==> src/design/sce_pkg.sv <==
`timescale 1ns / 1ps

package sce_pkg;

  localparam int unsigned MAX_LITERALS = 64;
  localparam int unsigned NUM_LEVELS   = 256;

  localparam int unsigned LEVEL_W   = 8;
  localparam int unsigned LBD_W     = 7;
  localparam int unsigned POS_W     = $clog2(MAX_LITERALS);
  localparam int unsigned CNT_W     = $clog2(MAX_LITERALS + 2);
  localparam int unsigned LVL_IDX_W = $clog2(NUM_LEVELS);
  localparam int unsigned RANK_W    = 10;
  localparam int unsigned EPOCH_W   = 16;

  typedef logic [POS_W-1:0]     pos_t;
  typedef logic [CNT_W-1:0]     cnt_t;
  typedef logic [LEVEL_W-1:0]   level_t;
  typedef logic [LBD_W-1:0]     lbd_t;
  typedef logic [LVL_IDX_W-1:0] lvl_idx_t;
  typedef logic [RANK_W-1:0]    rank_t;
  typedef logic [EPOCH_W-1:0]   epoch_t;

  localparam rank_t  RANK_WORST      = '1;
  localparam rank_t  RANK_UNASSIGNED = rank_t'(256);
  localparam rank_t  RANK_FALSE_BASE = rank_t'(512);
  localparam cnt_t   CNT_MAX_LIT     = cnt_t'(MAX_LITERALS);
  localparam cnt_t   CNT_SAT         = cnt_t'(MAX_LITERALS + 1);
  localparam cnt_t   CNT_MIN_LEN     = cnt_t'(2);
  localparam lbd_t   LBD_SAT         = '1;
  localparam lbd_t   LBD_KEEP_MAX    = lbd_t'(2);
  localparam epoch_t EPOCH_FIRST     = epoch_t'(1);
  localparam epoch_t EPOCH_LAST      = '1;

  typedef enum logic {
    ST_CLEAR,
    ST_RUN
  } seen_state_e;

  typedef struct packed {
    logic     en;
    lvl_idx_t idx;
  } seen_rd_t;

  typedef struct packed {
    logic     wr_en;
    lvl_idx_t idx;
    logic     clause_end;
  } seen_upd_t;

  typedef struct packed {
    logic busy;
    logic epoch_last;
    logic seen;
  } seen_sts_t;

endpackage

==> src/design/sce_seen_store.sv <==
`timescale 1ns / 1ps

module sce_seen_store (
  input  logic                clk_i,
  input  logic                rst_ni,
  input  sce_pkg::seen_rd_t   rd_i,
  input  sce_pkg::seen_upd_t  upd_i,
  output sce_pkg::seen_sts_t  sts_o
);
  import sce_pkg::*;

  epoch_t      mem [NUM_LEVELS];
  epoch_t      rdata_q;
  lvl_idx_t    rd_idx_q;

  seen_state_e state_q, state_d;
  lvl_idx_t    clr_cnt_q, clr_cnt_d;
  epoch_t      epoch_q, epoch_d;
  logic        fwd_vld_q, fwd_vld_d;
  lvl_idx_t    fwd_idx_q, fwd_idx_d;
  epoch_t      fwd_epoch_q, fwd_epoch_d;

  logic        wr_en;
  lvl_idx_t    wr_idx;
  epoch_t      wr_data;
  epoch_t      cur_tag;

  always_ff @(posedge clk_i) begin
    if (wr_en) begin
      mem[wr_idx] <= wr_data;
    end
    if (rd_i.en) begin
      rdata_q  <= mem[rd_i.idx];
      rd_idx_q <= rd_i.idx;
    end
  end

  always_ff @(posedge clk_i or negedge rst_ni) begin
    if (!rst_ni) begin
      state_q     <= ST_CLEAR;
      clr_cnt_q   <= '0;
      epoch_q     <= EPOCH_FIRST;
      fwd_vld_q   <= 1'b0;
      fwd_idx_q   <= '0;
      fwd_epoch_q <= '0;
    end else begin
      state_q     <= state_d;
      clr_cnt_q   <= clr_cnt_d;
      epoch_q     <= epoch_d;
      fwd_vld_q   <= fwd_vld_d;
      fwd_idx_q   <= fwd_idx_d;
      fwd_epoch_q <= fwd_epoch_d;
    end
  end

  always_comb begin
    state_d     = state_q;
    clr_cnt_d   = clr_cnt_q;
    epoch_d     = epoch_q;
    fwd_vld_d   = fwd_vld_q;
    fwd_idx_d   = fwd_idx_q;
    fwd_epoch_d = fwd_epoch_q;
    wr_en       = 1'b0;
    wr_idx      = upd_i.idx;
    wr_data     = epoch_q;
    unique case (state_q)
      ST_CLEAR: begin
        wr_en     = 1'b1;
        wr_idx    = clr_cnt_q;
        wr_data   = '0;
        fwd_vld_d = 1'b0;
        clr_cnt_d = clr_cnt_q + lvl_idx_t'(1);
        if (clr_cnt_q == lvl_idx_t'(NUM_LEVELS - 1)) begin
          state_d = ST_RUN;
        end
      end
      ST_RUN: begin
        if (upd_i.wr_en) begin
          wr_en       = 1'b1;
          fwd_vld_d   = 1'b1;
          fwd_idx_d   = upd_i.idx;
          fwd_epoch_d = epoch_q;
        end
        if (upd_i.clause_end) begin
          if (epoch_q == EPOCH_LAST) begin
            state_d   = ST_CLEAR;
            clr_cnt_d = '0;
            epoch_d   = EPOCH_FIRST;
          end else begin
            epoch_d = epoch_q + epoch_t'(1);
          end
        end
      end
      default: begin
        state_d = ST_CLEAR;
      end
    endcase
  end

  // write from the item just ahead lands at the edge the read samples
  assign cur_tag = (fwd_vld_q && (fwd_idx_q == rd_idx_q)) ? fwd_epoch_q : rdata_q;

  assign sts_o.busy       = (state_q == ST_CLEAR);
  assign sts_o.epoch_last = (epoch_q == EPOCH_LAST);
  assign sts_o.seen       = (cur_tag == epoch_q);

endmodule

==> config.mk <==
export PLATFORM = sky130hd
export DESIGN_NAME = sce_seen_store
export DESIGN_NICKNAME = d
export VERILOG_FILES = /design/src/design/sce_pkg.sv /design/src/design/sce_seen_store.sv
export SDC_FILE = /design/constraint.sdc
export NUM_CORES = 2
export LEC_CHECK = 0
export BUFFER_PORTS_ARGS = -buffer_cell sky130_fd_sc_hd__buf_2
export CORE_MARGIN = 5
export CORE_UTILIZATION = 40
export CTS_CLUSTER_DIAMETER = 60
export DETAILED_ROUTE_END_ITERATION = 16
export SYNTH_ARGS = -nofsm -noshare
export SYNTH_HDL_FRONTEND = slang
export SYNTH_SLANG_ARGS = --single-unit
export TNS_END_PERCENT = 10
==> constraint.sdc <==
create_clock -name clk_i -period 15 [get_ports clk_i]
set_clock_uncertainty 0.2 [all_clocks]
set_input_delay 3.75 -clock clk_i [delete_from_list [all_inputs] [get_ports clk_i]]
set_output_delay 3.75 -clock clk_i [all_outputs]
set_load 0.005 [all_outputs]
==> flow_summary.json <==
{
  "outcome": "finished, violations left",
  "violations": "capacitance limit, slew limit",
  "ir_worst_vdd_v": 0.0002173,
  "totalPowerFinal_mw": 25.13,
  "antenna_found_initial": 36,
  "cts_buffers": 421,
  "syn_inst": 7620,
  "pwr-share-comb_pct": 6.2,
  "p_clk_share_pct": 40.7,
  "drv_slew": 161,
  "mostFrequentLayoutCells": "4120 x edfxtp_1, 785 x mux4_2, 422 x clkbuf_16, 412 x mux2i_1, 367 x buf_4",
  "cp.required_ns": 15.55,
  "routedLengthMet1_mm": 177.1,
  "seqPwrFrac_pct": 53.1,
  "grt_pass1_vias": 80925,
  "startpoint_type": "input pin",
  "top_layer_used": "met5",
  "path_cells": "buf_12, buf_4, buf_4, buf_4, mux2i_1, o221ai_1, o22ai_1, o21ai_0, and4_1, nand4_1, a211oi_1",
  "fin_setup_tns_ns": 0,
  "area_delta_synth_final_pct": 12.51,
  "p_int_mw": 19.38,
  "first_iter_violations": 10772,
  "dp_slack_ns": 5.491,
  "synth-seq-cells": 4170,
  "ys.flop_type": "edfxtp_1",
  "htree_levels": 5,
  "grt_usage_pct": 20.70,
  "max_clock_freq_mhz": 118.1,
  "ctsHoldBuffers": 0,
  "hold_violations": 0,
  "dr_wl_met3_mm": 39.47,
  "leakagePower_nw": 59.00,
  "path_class": "in2reg",
  "cts.root.buffer_cell": "clkbuf_16",
  "cp_common_cell": "buf_4",
  "avgViaCountPerCell": 5.898,
  "p_sw_share_pct": 22.86,
  "cpPeakStageDelay_ns": 0.73,
  "hp-class": "reg2reg",
  "grt_pass1_wl_mm": 625.8,
  "cts_tree": "done",
  "power_density_nw_per_um2": 137.0,
  "synthSimpleGateAreaFrac_pct": 2.429,
  "die_y_um": 648.5,
  "synth_top_family_by_area": "multiplexers",
  "synth-seq-area-share_pct": 76.64,
  "layout_min_cycle_time_ns": 8.469,
  "yosysUniqueCellTypes": 79,
  "gr-total-overflow": 0,
  "grt_max_degree": 233,
  "max_slew_margin_pct": -11.23,
  "worst-endpoint-arrival_ns": 9.01,
  "ios": 24,
  "synth.area.mux_share_pct": 15.40,
  "die_w_um": 648.5,
  "cts_sinks": 4170,
  "portBuffers": 23,
  "seq_area_um2": 125000,
  "hpwlAfterDp_mm": 254.0,
  "gp_congestion": 0.8383,
  "cap_violations": 1,
  "drc_errors": 0,
  "cts_resized": 0,
  "synth_compound_area_share_pct": 3.106,
  "synth-xor-area-share_pct": 0.2525,
  "wl_per_cell_um": 32.07,
  "die-area_um2": 420500,
  "fin_crit_sh_pct": 56.46,
  "start_util_pct": 40.15,
  "final_layout_size_suffix_gt1_share_pct": 23.77,
  "yosys_warnings": 0,
  "async_reset_ff_share_pct": 1.199,
  "drt-total-wl_mm": 442.0,
  "synth.cell_area_um2": 163100,
  "multi_input_area_um2": 34920,
  "clk_latency_ns": 0.98,
  "setup_viol": 0,
  "synth_edf_count": 4120,
  "r2r_slack_ns": 10.71,
  "first_pass_iters": 5,
  "grt_setup_unrepaired": "no",
  "fillers": 33839,
  "cp_slowest_cell": "buf_4",
  "critPathCaptureType": "flop",
  "routed-wl-met2_mm": 210.0,
  "crit_fanout": 102,
  "cts_setup_buffers": 0,
  "final_nets": 8015,
  "tightest_slew_ns": 1.669,
  "layout_setup_ws_ns": 6.531,
  "layout_commonest_cell": "edfxtp_1",
  "core_area_um2": 406100,
  "syn_nets": 7643,
  "p_sw_mw": 5.745,
  "clk_pin_slew_worst_paths_ns": 0.06,
  "via_count": 81299,
  "syn_area_per_cell_um2": 21.40,
  "fp-row-count": 234,
  "ant_nets": 0,
  "cts.path.max_buffers": 4,
  "synthAdderAreaFrac_pct": 0.01535
}
[worst max-delay path, delay by kind of cell]
kind	cells	cell delay, ns
buf+inv	4	2.72
compound gates	4	1.31
mux	1	0.18
simple gates	2	0.89
[cells by family after synthesis]
family	after synthesis
xor+xnor	47
fa+ha+maj	2
mux	1346
flops	4170
simple gates	860
buf+inv	470
compound gates	725
[metal layers]
layer / global-route usage, % / up-vias
li1: - / 32938
met1: 28.99 / 43773
met2: 32.78 / 3887
met3: 4.033 / 697
met4: 6.819 / 4
met5: 0 / -
[registers in the layout (all words and copies together), names as in the netlist]
name,cells
mem,4096
epoch_q,16
fwd_epoch_q,16
rdata_q,16
clr_cnt_q,8
fwd_idx_q,8
rd_idx_q,8
fwd_vld_q,1
state_q,1
[Yosys cell counts, drive strengths merged, types with 36 or more instances]
cell type,n,area share (%)
a211oi,37,0.17
a21oi,135,0.41
a22o,36,0.19
a22oi,54,0.25
buf,282,1.6
clkbuf,171,0.50
dfrtp,49,0.75
edfxtp,4120,76
mux2,41,0.28
mux2i,412,2.5
mux4,893,13
nand2,171,0.39
nand3,73,0.22
nand4,41,0.16
nor2,371,0.85
nor3,74,0.23
o21ai,95,0.29
o221ai,124,0.69
o22ai,130,0.50
[metrics by stage]
stage / area (um^2) / hold slack (ns) / utilization [%] / instances
2_1_floorplan: 163100 / 0.2496 / - / 7620
3_3_place_gp: 169900 / 0.2699 / 41.85 / 12996
3_5_place_dp: 170000 / 0.2896 / 41.85 / 12996
4_1_cts: 183400 / 0.3033 / 45.16 / 13761
5_1_grt: 183400 / 0.3250 / 45.17 / 13775
6_report: 183500 / 0.2994 / 45.18 / 13784
[power groups by stage]
| stage | Clock (mW) | Sequential (mW) | Combinational, mW |
|---|---|---|---|
| global placement | 0 | 13.6 | 1.50 |
| CTS | 10.4 | 13.3 | 1.56 |
| global route | 10.9 | 13.3 | 1.64 |
| floorplan | 0 | 13.7 | 0.898 |
| detailed placement | 0 | 13.6 | 1.57 |
| finish | 10.2 | 13.3 | 1.56 |
[layout make-up]
type	instances	area share, %
Clock buffer	493	5.902
Sequential cell	4170	68.12
Timing Repair Buffer	405	1.752
Antenna cell	22	0.03001
Tap cell	5428	3.702
Clock inverter	272	1.423
Inverter	14	0.03683
Multi-Input combinational cell	2980	19.03
[final timing paths]
path,start,to,cells past startpoint
setup / recovery,rd_i[0],rdata_q[4],11
hold / removal,fwd_idx_q[6],fwd_idx_q[6],2
setup reg to reg,state_q,mem[207][14],6
hold reg to reg,fwd_idx_q[6],fwd_idx_q[6],2
max in group asynchronous,rst_ni,epoch_q[2],2
min in group asynchronous,rst_ni,fwd_vld_q,2
Note: power is estimated with default switching activity, not from simulation.
